$ cat config.mk
export PLATFORM = sky130hd
export DESIGN_NAME = canonical_line_editor_flat
export DESIGN_NICKNAME = d
export VERILOG_FILES = /design/src/design/cle_pkg.sv /design/src/design/cle_if.sv /design/src/design/cle_cfg_regs.sv /design/src/design/canonical_line_editor.sv /design/src/flat_wrapper.sv
export VERILOG_INCLUDE_DIRS = /design/src /design/src/design
export SDC_FILE = /design/constraint.sdc
export NUM_CORES = 1
export LEC_CHECK = 0
export ABC_AREA = 1
export ABC_CLOCK_PERIOD_IN_PS = 5860
export BUFFER_PORTS_ARGS = -buffer_cell sky130_fd_sc_hd__buf_2
export CORE_MARGIN = 1
export CORE_UTILIZATION = 60
export CTS_BUF_LIST = sky130_fd_sc_hd__clkbuf_4 sky130_fd_sc_hd__clkbuf_8
export CTS_CLUSTER_DIAMETER = 50
export DETAILED_ROUTE_END_ITERATION = 10
export PLACE_DENSITY = 0.77
export SKIP_LAST_GASP = 1
export SLEW_MARGIN = 20
export SYNTH_ARGS = -nofsm -noshare
export SYNTH_HDL_FRONTEND = slang
export SYNTH_HIERARCHICAL = 1
export SYNTH_SLANG_ARGS = --single-unit
$ cat constraint.sdc
create_clock -name clk -period 5.86 [get_ports clk]
set_input_delay 0.879 -clock clk [delete_from_list [all_inputs] [get_ports clk]]
set_output_delay 0.879 -clock clk [all_outputs]
set_load 0.05 [all_outputs]
$ cat src/design/canonical_line_editor_macros.svh
// Assertion macros shared by the canonical line editor RTL.
`ifndef CANONICAL_LINE_EDITOR_MACROS_SVH
`define CANONICAL_LINE_EDITOR_MACROS_SVH

`ifndef SYNTHESIS

// Same-cycle implication, sampled on clk, off while arst_n is low.
`define CLE_ASSERT_IMP(name, ante, cons) \
	name: assert property (@(posedge clk) disable iff (!arst_n) (ante) |-> (cons)) \
		else $error("canonical_line_editor: check failed");

// Next-cycle implication, sampled on clk, off while arst_n is low.
`define CLE_ASSERT_NXT(name, ante, cons) \
	name: assert property (@(posedge clk) disable iff (!arst_n) (ante) |=> (cons)) \
		else $error("canonical_line_editor: check failed");

`else

`define CLE_ASSERT_IMP(name, ante, cons)
`define CLE_ASSERT_NXT(name, ante, cons)

`endif

`endif

$ cat src/design/cle_pkg.sv
// Shared types, codes and helpers of the canonical line editor.
package cle_pkg;

	// Default store depth
	localparam int LINE_MAX_DEF = 32;

	// Configuration port widths
	localparam int CFG_IDX_W  = 3;
	localparam int CFG_DATA_W = 8;

	// Configuration register indexes
	localparam logic [CFG_IDX_W-1:0] REG_LINE_LIMIT = 3'd0;
	localparam logic [CFG_IDX_W-1:0] REG_EOF        = 3'd1;
	localparam logic [CFG_IDX_W-1:0] REG_ERASE      = 3'd2;
	localparam logic [CFG_IDX_W-1:0] REG_WERASE     = 3'd3;
	localparam logic [CFG_IDX_W-1:0] REG_KILL       = 3'd4;

	// Register reset values
	localparam int          LINE_LIMIT_RST = 20;
	localparam logic [7:0] EOF_RST        = 8'd4;
	localparam logic [7:0] ERASE_RST      = 8'd127;
	localparam logic [7:0] WERASE_RST     = 8'd23;
	localparam logic [7:0] KILL_RST       = 8'd21;

	// Result kinds
	localparam logic [1:0] KIND_ECHO  = 2'd0;
	localparam logic [1:0] KIND_ERASE = 2'd1;
	localparam logic [1:0] KIND_LINE  = 2'd2;
	localparam logic [1:0] KIND_EMPTY = 2'd3;

	// Fixed characters
	localparam logic [7:0] NL_BYTE    = 8'h0a;
	localparam logic [7:0] SPACE_BYTE = 8'h20;
	localparam logic [7:0] TAB_BYTE   = 8'h09;

	// Live configuration, limit already clamped into range
	typedef struct packed {
		logic [5:0] line_limit;
		logic [7:0] eof_code;
		logic [7:0] erase_code;
		logic [7:0] word_erase_code;
		logic [7:0] kill_code;
	} cfg_t;

	// Word separator test for word-erase
	function automatic logic is_blank(input logic [7:0] b);
		return (b == SPACE_BYTE) || (b == TAB_BYTE);
	endfunction

endpackage

$ cat src/design/cle_if.sv
// Handshake channels of the canonical line editor: received bytes and results.
interface cle_rx_if;
	logic       valid;
	logic       ready;
	logic [7:0] rx_byte;

	modport source (output valid, output rx_byte, input ready);
	modport sink (input valid, input rx_byte, output ready);
endinterface

interface cle_res_if;
	logic       valid;
	logic       ready;
	logic [1:0] kind;
	logic [7:0] data_byte;
	logic [5:0] erase_count;
	logic       last;

	modport source (output valid, output kind, output data_byte, output erase_count,
		output last, input ready);
	modport sink (input valid, input kind, input data_byte, input erase_count,
		input last, output ready);
endinterface

$ cat src/design/cle_cfg_regs.sv
// Configuration register file of the canonical line editor, limit clamped on write.
module cle_cfg_regs #(
	parameter int LINE_MAX = cle_pkg::LINE_MAX_DEF
) (
	input  logic                             clk,
	input  logic                             arst_n,
	input  logic                             we,
	input  logic [cle_pkg::CFG_IDX_W-1:0]    index,
	input  logic [cle_pkg::CFG_DATA_W-1:0]   data,
	output cle_pkg::cfg_t                    cfg
);

	localparam int LIM_RST = (LINE_MAX < cle_pkg::LINE_LIMIT_RST) ?
		LINE_MAX : cle_pkg::LINE_LIMIT_RST;

	cle_pkg::cfg_t cfg_q;
	logic [5:0]    lim_clamped;

	// Clamp written limit into 1..LINE_MAX
	always_comb begin
		if (data[5:0] == 6'd0) begin
			lim_clamped = 6'd1;
		end else if (data[5:0] > 6'(LINE_MAX)) begin
			lim_clamped = 6'(LINE_MAX);
		end else begin
			lim_clamped = data[5:0];
		end
	end

	// Register write decode
	always_ff @(posedge clk or negedge arst_n) begin
		if (!arst_n) begin
			cfg_q.line_limit      <= 6'(LIM_RST);
			cfg_q.eof_code        <= cle_pkg::EOF_RST;
			cfg_q.erase_code      <= cle_pkg::ERASE_RST;
			cfg_q.word_erase_code <= cle_pkg::WERASE_RST;
			cfg_q.kill_code       <= cle_pkg::KILL_RST;
		end else if (we) begin
			unique case (index)
				cle_pkg::REG_LINE_LIMIT: cfg_q.line_limit      <= lim_clamped;
				cle_pkg::REG_EOF:        cfg_q.eof_code        <= data;
				cle_pkg::REG_ERASE:      cfg_q.erase_code      <= data;
				cle_pkg::REG_WERASE:     cfg_q.word_erase_code <= data;
				cle_pkg::REG_KILL:       cfg_q.kill_code       <= data;
				default: ;
			endcase
		end
	end

	assign cfg = cfg_q;

endmodule

$ cat src/design/canonical_line_editor.sv
// Top level of the canonical line editor: line store, editing sequencer and result register.
//
//  channel  dir  transaction   payload
//  rx       in   valid&ready   rx_byte
//  res      out  valid&ready   kind, data_byte, erase_count, last
//  cfg      in   cfg_we        cfg_index, cfg_data
//
// The next byte is taken only after an echo, erase, kill or empty-line result is loaded.
// Delivering a line does, per stored byte, a read of the line store, then the load of the
// result register. Word-erase reads and checks each byte it removes, then loads the
// result. Reset clears the fill count, the sequencer, the config registers and the valid
// flag, not the line store. A stalled result register holds the sequencer in place.
module canonical_line_editor #(
	parameter int LINE_MAX = cle_pkg::LINE_MAX_DEF
) (
	input  logic                           clk,
	input  logic                           arst_n,
	input  logic                           cfg_we,
	input  logic [cle_pkg::CFG_IDX_W-1:0]  cfg_index,
	input  logic [cle_pkg::CFG_DATA_W-1:0] cfg_data,
	cle_rx_if.sink                         rx,
	cle_res_if.source                      res
);

	`include "canonical_line_editor_macros.svh"

	localparam int AW = $clog2(LINE_MAX);
	localparam int CW = $clog2(LINE_MAX + 1);

	typedef enum logic [2:0] {
		S_IDLE,
		S_PUT,
		S_WRD,
		S_WCHK,
		S_DRD,
		S_DOUT
	} state_t;

	cle_pkg::cfg_t cfg;

	state_t        state_q;
	logic [CW-1:0] fill_q;
	logic [CW-1:0] rd_idx_q;
	logic [CW-1:0] removed_q;
	logic          word_phase_q;
	logic [1:0]    pend_kind_q;
	logic [7:0]    pend_data_q;
	logic [5:0]    pend_cnt_q;
	logic          pend_last_q;
	logic          deliver_after_q;

	logic          out_valid_q;
	logic [1:0]    out_kind_q;
	logic [7:0]    out_data_q;
	logic [5:0]    out_cnt_q;
	logic          out_last_q;

	logic [7:0]    mem [LINE_MAX];
	logic [7:0]    rdata_q;

	logic          in_acc;
	logic          out_free;
	logic          out_load;
	logic          is_eof;
	logic          is_erase;
	logic          is_werase;
	logic          is_kill;
	logic          is_nl;
	logic          fill_zero;
	logic          room;
	logic [CW-1:0] fill_m1;
	logic          reach_lim;
	logic          mem_we;
	logic          mem_re;
	logic [AW-1:0] mem_raddr;
	logic          rd_blank;
	logic          wchk_dec;
	logic          dout_last;

	cle_cfg_regs #(
		.LINE_MAX (LINE_MAX)
	) u_cfg (
		.clk    (clk),
		.arst_n (arst_n),
		.we     (cfg_we),
		.index  (cfg_index),
		.data   (cfg_data),
		.cfg    (cfg)
	);

	// Handshakes
	assign rx.ready = (state_q == S_IDLE);
	assign in_acc   = rx.valid && rx.ready;
	assign out_free = !out_valid_q || res.ready;
	assign out_load = ((state_q == S_PUT) || (state_q == S_DOUT)) && out_free;

	// Byte decode, eof first, then erase, word-erase, kill, newline
	assign is_eof    = (rx.rx_byte == cfg.eof_code);
	assign is_erase  = !is_eof && (rx.rx_byte == cfg.erase_code);
	assign is_werase = !is_eof && !is_erase && (rx.rx_byte == cfg.word_erase_code);
	assign is_kill   = !is_eof && !is_erase && !is_werase && (rx.rx_byte == cfg.kill_code);
	assign is_nl     = !is_eof && !is_erase && !is_werase && !is_kill &&
		(rx.rx_byte == cle_pkg::NL_BYTE);

	assign fill_zero = (fill_q == '0);
	assign room      = (fill_q < CW'(LINE_MAX));
	assign fill_m1   = fill_q - 1'b1;
	assign reach_lim = (7'(fill_q) + 7'd1) >= 7'(cfg.line_limit);

	// Line store accesses
	assign mem_we    = in_acc && room && !is_eof && !is_erase && !is_werase && !is_kill;
	assign mem_re    = (state_q == S_DRD) || ((state_q == S_WRD) && !fill_zero);
	assign mem_raddr = (state_q == S_DRD) ? rd_idx_q[AW-1:0] : fill_m1[AW-1:0];

	assign rd_blank  = cle_pkg::is_blank(rdata_q);
	assign wchk_dec  = word_phase_q ? !rd_blank : rd_blank;
	assign dout_last = (7'(rd_idx_q) + 7'd1) == 7'(fill_q);

	// Store write port
	always_ff @(posedge clk) begin
		if (mem_we) begin
			mem[fill_q[AW-1:0]] <= rx.rx_byte;
		end
	end

	// Store read port, registered
	always_ff @(posedge clk) begin
		if (mem_re) begin
			rdata_q <= mem[mem_raddr];
		end
	end

	// Editing sequencer and result register
	always_ff @(posedge clk or negedge arst_n) begin
		if (!arst_n) begin
			state_q         <= S_IDLE;
			fill_q          <= '0;
			rd_idx_q        <= '0;
			removed_q       <= '0;
			word_phase_q    <= 1'b0;
			deliver_after_q <= 1'b0;
			out_valid_q     <= 1'b0;
		end else begin
			if (out_valid_q && res.ready && !out_load) begin
				out_valid_q <= 1'b0;
			end
			unique case (state_q)
				S_IDLE: begin
					if (in_acc) begin
						rd_idx_q        <= '0;
						deliver_after_q <= 1'b0;
						pend_data_q     <= 8'd0;
						pend_cnt_q      <= 6'd0;
						pend_last_q     <= 1'b0;
						if (is_eof) begin
							if (fill_zero) begin
								pend_kind_q <= cle_pkg::KIND_EMPTY;
								pend_last_q <= 1'b1;
								state_q     <= S_PUT;
							end else begin
								state_q <= S_DRD;
							end
						end else if (is_erase) begin
							if (!fill_zero) begin
								fill_q      <= fill_m1;
								pend_kind_q <= cle_pkg::KIND_ERASE;
								pend_cnt_q  <= 6'd1;
								state_q     <= S_PUT;
							end
						end else if (is_werase) begin
							if (!fill_zero) begin
								removed_q    <= '0;
								word_phase_q <= 1'b0;
								state_q      <= S_WRD;
							end
						end else if (is_kill) begin
							if (!fill_zero) begin
								fill_q      <= '0;
								pend_kind_q <= cle_pkg::KIND_ERASE;
								pend_cnt_q  <= 6'(fill_q);
								state_q     <= S_PUT;
							end
						end else if (is_nl) begin
							if (room) begin
								fill_q <= fill_q + 1'b1;
							end
							state_q <= S_DRD;
						end else if (!room) begin
							// full store: byte dropped, line goes out
							state_q <= S_DRD;
						end else begin
							fill_q          <= fill_q + 1'b1;
							pend_kind_q     <= cle_pkg::KIND_ECHO;
							pend_data_q     <= rx.rx_byte;
							deliver_after_q <= reach_lim;
							state_q         <= S_PUT;
						end
					end
				end
				S_PUT: begin
					if (out_free) begin
						out_valid_q <= 1'b1;
						out_kind_q  <= pend_kind_q;
						out_data_q  <= pend_data_q;
						out_cnt_q   <= pend_cnt_q;
						out_last_q  <= pend_last_q;
						state_q     <= deliver_after_q ? S_DRD : S_IDLE;
					end
				end
				S_WRD: begin
					if (fill_zero) begin
						pend_kind_q     <= cle_pkg::KIND_ERASE;
						pend_data_q     <= 8'd0;
						pend_cnt_q      <= 6'(removed_q);
						pend_last_q     <= 1'b0;
						deliver_after_q <= 1'b0;
						state_q         <= S_PUT;
					end else begin
						state_q <= S_WCHK;
					end
				end
				S_WCHK: begin
					if (wchk_dec) begin
						fill_q    <= fill_m1;
						removed_q <= removed_q + 1'b1;
						state_q   <= S_WRD;
					end else if (!word_phase_q) begin
						// first non-blank: same entry is rechecked as part of the word
						word_phase_q <= 1'b1;
					end else begin
						pend_kind_q     <= cle_pkg::KIND_ERASE;
						pend_data_q     <= 8'd0;
						pend_cnt_q      <= 6'(removed_q);
						pend_last_q     <= 1'b0;
						deliver_after_q <= 1'b0;
						state_q         <= S_PUT;
					end
				end
				S_DRD: begin
					state_q <= S_DOUT;
				end
				S_DOUT: begin
					if (out_free) begin
						out_valid_q <= 1'b1;
						out_kind_q  <= cle_pkg::KIND_LINE;
						out_data_q  <= rdata_q;
						out_cnt_q   <= 6'd0;
						out_last_q  <= dout_last;
						if (dout_last) begin
							fill_q  <= '0;
							state_q <= S_IDLE;
						end else begin
							rd_idx_q <= rd_idx_q + 1'b1;
							state_q  <= S_DRD;
						end
					end
				end
				default: state_q <= S_IDLE;
			endcase
		end
	end

	assign res.valid       = out_valid_q;
	assign res.kind        = out_kind_q;
	assign res.data_byte   = out_data_q;
	assign res.erase_count = out_cnt_q;
	assign res.last        = out_last_q;

	// Checks
	`CLE_ASSERT_IMP(a_fill_bound, 1'b1, fill_q <= CW'(LINE_MAX))
	`CLE_ASSERT_NXT(a_last_empties, (state_q == S_DOUT) && out_free && dout_last, (fill_q == '0) && (state_q == S_IDLE))
	`CLE_ASSERT_NXT(a_word_step, (state_q == S_WCHK) && wchk_dec, fill_q == ($past(fill_q) - 1'b1))

endmodule
$ cat src/flat_wrapper.sv
// flat-port wrapper written by rule: the top's interface ports become plain ports
module canonical_line_editor_flat 
#(
	parameter int LINE_MAX = cle_pkg::LINE_MAX_DEF
)
  (clk, arst_n, cfg_we, cfg_index, cfg_data, rx_valid, rx_rx_byte, rx_ready, res_valid, res_kind, res_data_byte, res_erase_count, res_last, res_ready);
  cle_rx_if rx_i ();
  cle_res_if res_i ();
  input  logic clk;
  input  logic arst_n;
  input  logic cfg_we;
  input  logic [cle_pkg::CFG_IDX_W-1:0] cfg_index;
  input  logic [cle_pkg::CFG_DATA_W-1:0] cfg_data;
  input wire logic [$bits(rx_i.valid)-1:0] rx_valid;
  input wire logic [$bits(rx_i.rx_byte)-1:0] rx_rx_byte;
  output wire logic [$bits(rx_i.ready)-1:0] rx_ready;
  output wire logic [$bits(res_i.valid)-1:0] res_valid;
  output wire logic [$bits(res_i.kind)-1:0] res_kind;
  output wire logic [$bits(res_i.data_byte)-1:0] res_data_byte;
  output wire logic [$bits(res_i.erase_count)-1:0] res_erase_count;
  output wire logic [$bits(res_i.last)-1:0] res_last;
  input wire logic [$bits(res_i.ready)-1:0] res_ready;
  assign rx_i.valid = rx_valid;
  assign rx_i.rx_byte = rx_rx_byte;
  assign rx_ready = rx_i.ready;
  assign res_valid = res_i.valid;
  assign res_kind = res_i.kind;
  assign res_data_byte = res_i.data_byte;
  assign res_erase_count = res_i.erase_count;
  assign res_last = res_i.last;
  assign res_i.ready = res_ready;
  canonical_line_editor #(.LINE_MAX(LINE_MAX)) u_core (.clk(clk), .arst_n(arst_n), .cfg_we(cfg_we), .cfg_index(cfg_index), .cfg_data(cfg_data), .rx(rx_i), .res(res_i));
endmodule
==> results.md <==
- Highest-delay cell along the critical path: inv_2
- GRT overflow: 0
- Mapped Avg Cell Area: approximately 11 um^2
- DP HPWL: 25000 um
- Global-route wire length before repair: about 60000 um
- # hold bufs at CTS: 0
- Fin area: 17900 um^2
- Crit path time final: slightly below 4000 ps
- CP Data Arrival Time: between 4000 and 5000 ps
- Leading cell type in the layout, fill and taps excluded: edfxtp_1
- I/O Pins: 43
- Reg2reg end: u_core/rdata_q[5]
- Proportion of layout cells with a drive suffix above 1: between 10% and 20%
- Most frequent cells in the layout: 298 x edfxtp_1, 266 x nand2_1, 151 x nor2_1
- Initial DRC count: between 1000 and 1500
- Register-to-register setup slack: between 1500 and 2000 ps
- Combinational share of power: 42.7%
- Worst reg2reg startpoint: u_core/fill_q[0]
- Slew at the pin with the worst max-slew slack: around 1000 ps
- Critical setup path kind: register to register
- Area growth from synthesis to layout: 8.96%
- Critical Path Max Stage Delay: between 700 and 800 ps
- H-tree lvl count: 2
- Chip width: roughly 170 um
- Mapped Area: between 15000 and 20000 um^2
- Max IR drop VDD: 298 uV
- CTS root buffer: clkbuf_8
- # port buffers: 42
- TritonCTS clock tree: built
- Final WL: 38300 um
- Required @ worst endpoint: about 6300 ps
- Total clock sinks: 360
- Unrepaired setup endpoints after global routing: false
- Rel. slew slack: a little under a third
- Hold Path Origin: u_core/u_cfg/cfg[34]
- Critical-path cell list: inv_1, ha_1, inv_1, nand2_1, o21ai_4, buf_4, inv_2, o21ai_0, o211ai_1, nand3_1, nand2_1, inv_1, o21ai_1
- Filler instances: 1988
- R2r worst-path depth: 13
- Core Area: roughly 27000 um^2
- Tcrit/Tclk final: 66.5%
- PostCTS Resize Cnt: 0
- Asr flop ratio synth: between 10% and 20%
- Synth warn: 6
- Site row count: 60
- Sw Share: a little over two fifths
- Initial Util: between 60% and 70%
- Height of the die: 168 um
- Hold Path Depth: 2
- Largest net degree at the start of global routing: between 90 and 100
- First drt pass iteration count: 5
- Via Count: 11700
- Leakage: approximately 0.007 uW
- Clock power share: a little over a fifth
- GRT Total Usage: 28.1%
- Area after DPL: about 17000 um^2
- Hold Crit Endpoint: u_core/u_cfg/cfg[34]
- Clock Skews: about 25 ps
- CTS Buf Count: 55
- Syn Nets: 1574
- Cell-internal power: 5270 uW
- Top cell by count, worst path: inv_1
- Post-synth EDFFs: 298
- Crit Path Max Fanout: 65
- Buffer count from post-CTS setup fixing: 0
- Final net count: 1627
- Distinct cell type count after synthesis: 50
- WL/cell: roughly 19 um
- Status: finished, final reports clean
- Max Cap Violations: 0
- Clk_lat worst skew: ~600 ps
- Number of global-route vias before repair: ~11000
- CP endpoint kind: register
- Area contributors post-synth: edfxtp_1 54%, dfrtp_1 6.8%, nand2_1 6.1%
- Worst-path clk slew: around 60 ps
- Setup violators final: 0
- Largest area contributor in the netlist: edfxtp_1
- Initial antenna violation count: 0
- Switching pwr: roughly 3800 uW
- Tightest Hold Check Type: register to register
- Flop pwr share: between 30% and 40%
- DRT antenna net count: 0
- RD Place Congestion: 0.964
- Fin. Hold Viols: 0
- Post-route setup TNS: 0 ps
- Synthesis-stage register bit count: 360
- Clk buf depth: 3
- Post-synth top area share: between 50% and 60%
- DRC: 0
- Power density over the cells: ~510 nW/um^2
- DR vias/cell: 5.94
- Top FF cell, synth: edfxtp_1
- Die footprint: about 28000 um^2
- Sequential area share after synthesis: a little under two thirds
- Antenna diodes: 0
- Max-slew violation count: 0
- Top achievable clock speed: between 200 and 300 MHz
- Startpoint types: register
- Mapped Cells: 1537
sequential cells by signal, indices dropped and copies added (netlist names), 6 cells and up:
signal and count:
u_core/fill_q 6, u_core/mem 256, u_core/pend_cnt_q 6, u_core/pend_data_q 8
u_core/rd_idx_q 6, u_core/rdata_q 8, u_core/removed_q 6, u_core/res.data_byte 8
u_core/res.erase_count 6, u_core/u_cfg/cfg 38
worst max path at each step:
stage / start / endpoint / slack [ps] / cells past startpoint
global placement: rx_rx_byte[6] / u_core/mem[26][0] / 1870 / 15
detailed placement: rx_rx_byte[6] / u_core/mem[24][1] / 1720 / 15
CTS: u_core/state_q[0] / u_core/rdata_q[5] / 2030 / 11
global route: u_core/state_q[0] / u_core/rdata_q[0] / 1770 / 11
finish: u_core/fill_q[0] / u_core/rdata_q[5] / 1970 / 13
floorplan: u_core/state_q[0] / u_core/pend_kind_q[0] / 2870 / 9
power by group through the flow:
stage | Clock, uW | Combinational (uW) | Sequential [uW]
2_1_floorplan | 0 | 2810 | 3290
3_3_place_gp | 0 | 3730 | 3260
3_5_place_dp | 0 | 3810 | 3270
4_1_cts | 2020 | 3820 | 3220
5_1_grt | 2120 | 4290 | 3240
6_report | 1980 | 3880 | 3220
cells by family (layout without fill, tap and decap cells):
logic type	count (synthesis)	in the layout	share of synthesized area, %
adder cells (fa/ha/maj)	13	13	0.989
flip-flops	360	360	64.0
AO/OA/AOI/OAI	358	358	12.7
AND/OR/NAND/NOR	550	550	15.0
buffers and inverters	237	333	6.27
XOR/XNOR	19	19	1.01
critical path: cells and delay by family (launching register included):
kind	cells	cell delay (ps)
buf+inv	5	1520
compound gates	4	760
flops	1	610
fa+ha+maj	1	450
simple gates	3	310
cells in the mapped netlist (13+ instances only):
| cell type | number |
|---|---|
| a21oi_1 | 13 |
| buf_2 | 21 |
| clkbuf_1 | 19 |
| dfrtp_1 | 45 |
| dfstp_2 | 17 |
| edfxtp_1 | 298 |
| ha_1 | 13 |
| inv_1 | 149 |
| inv_2 | 21 |
| nand2_1 | 266 |
| nand3_1 | 64 |
| nand4_1 | 18 |
| nor2_1 | 151 |
| o211ai_1 | 57 |
| o21ai_0 | 133 |
| o21ai_1 | 105 |
| o21bai_1 | 16 |
| xor2_1 | 18 |
through the flow:
stage	hold WS (ps)	total power [uW]	std cells	utilization [%]	setup slack [ps]
after floorplan	449	6100	1537	-	2870
after global placement	463	6990	1874	62.5	1870
after detailed placement	467	7080	1874	62.5	1720
after CTS	475	9050	1974	66.5	2030
after global routing	495	9650	1974	66.5	1770
final	476	9080	1974	66.5	1970
metal layers:
metal  up-vias  share of wire, %  track usage (%)
met2       564                47             45.4
met5         -                 0                0
met1      5601                42             39.0
li1       5448                 -                -
met3       104               7.6             4.28
met4         0               3.2             9.89
area by class of cell:
cell class | instances | area [um^2] | area share (%)
clock buffers | 65 | 838 | 4.68
clock inverters | 35 | 220 | 1.23
inverters | 175 | 668 | 3.73
multi-input cells | 940 | 4900 | 27.4
flip-flops and latches | 360 | 10500 | 58.7
well taps | 341 | 427 | 2.38
repair buffers | 58 | 343 | 1.91
No activity file was read; power rests on OpenSTA's default activity.
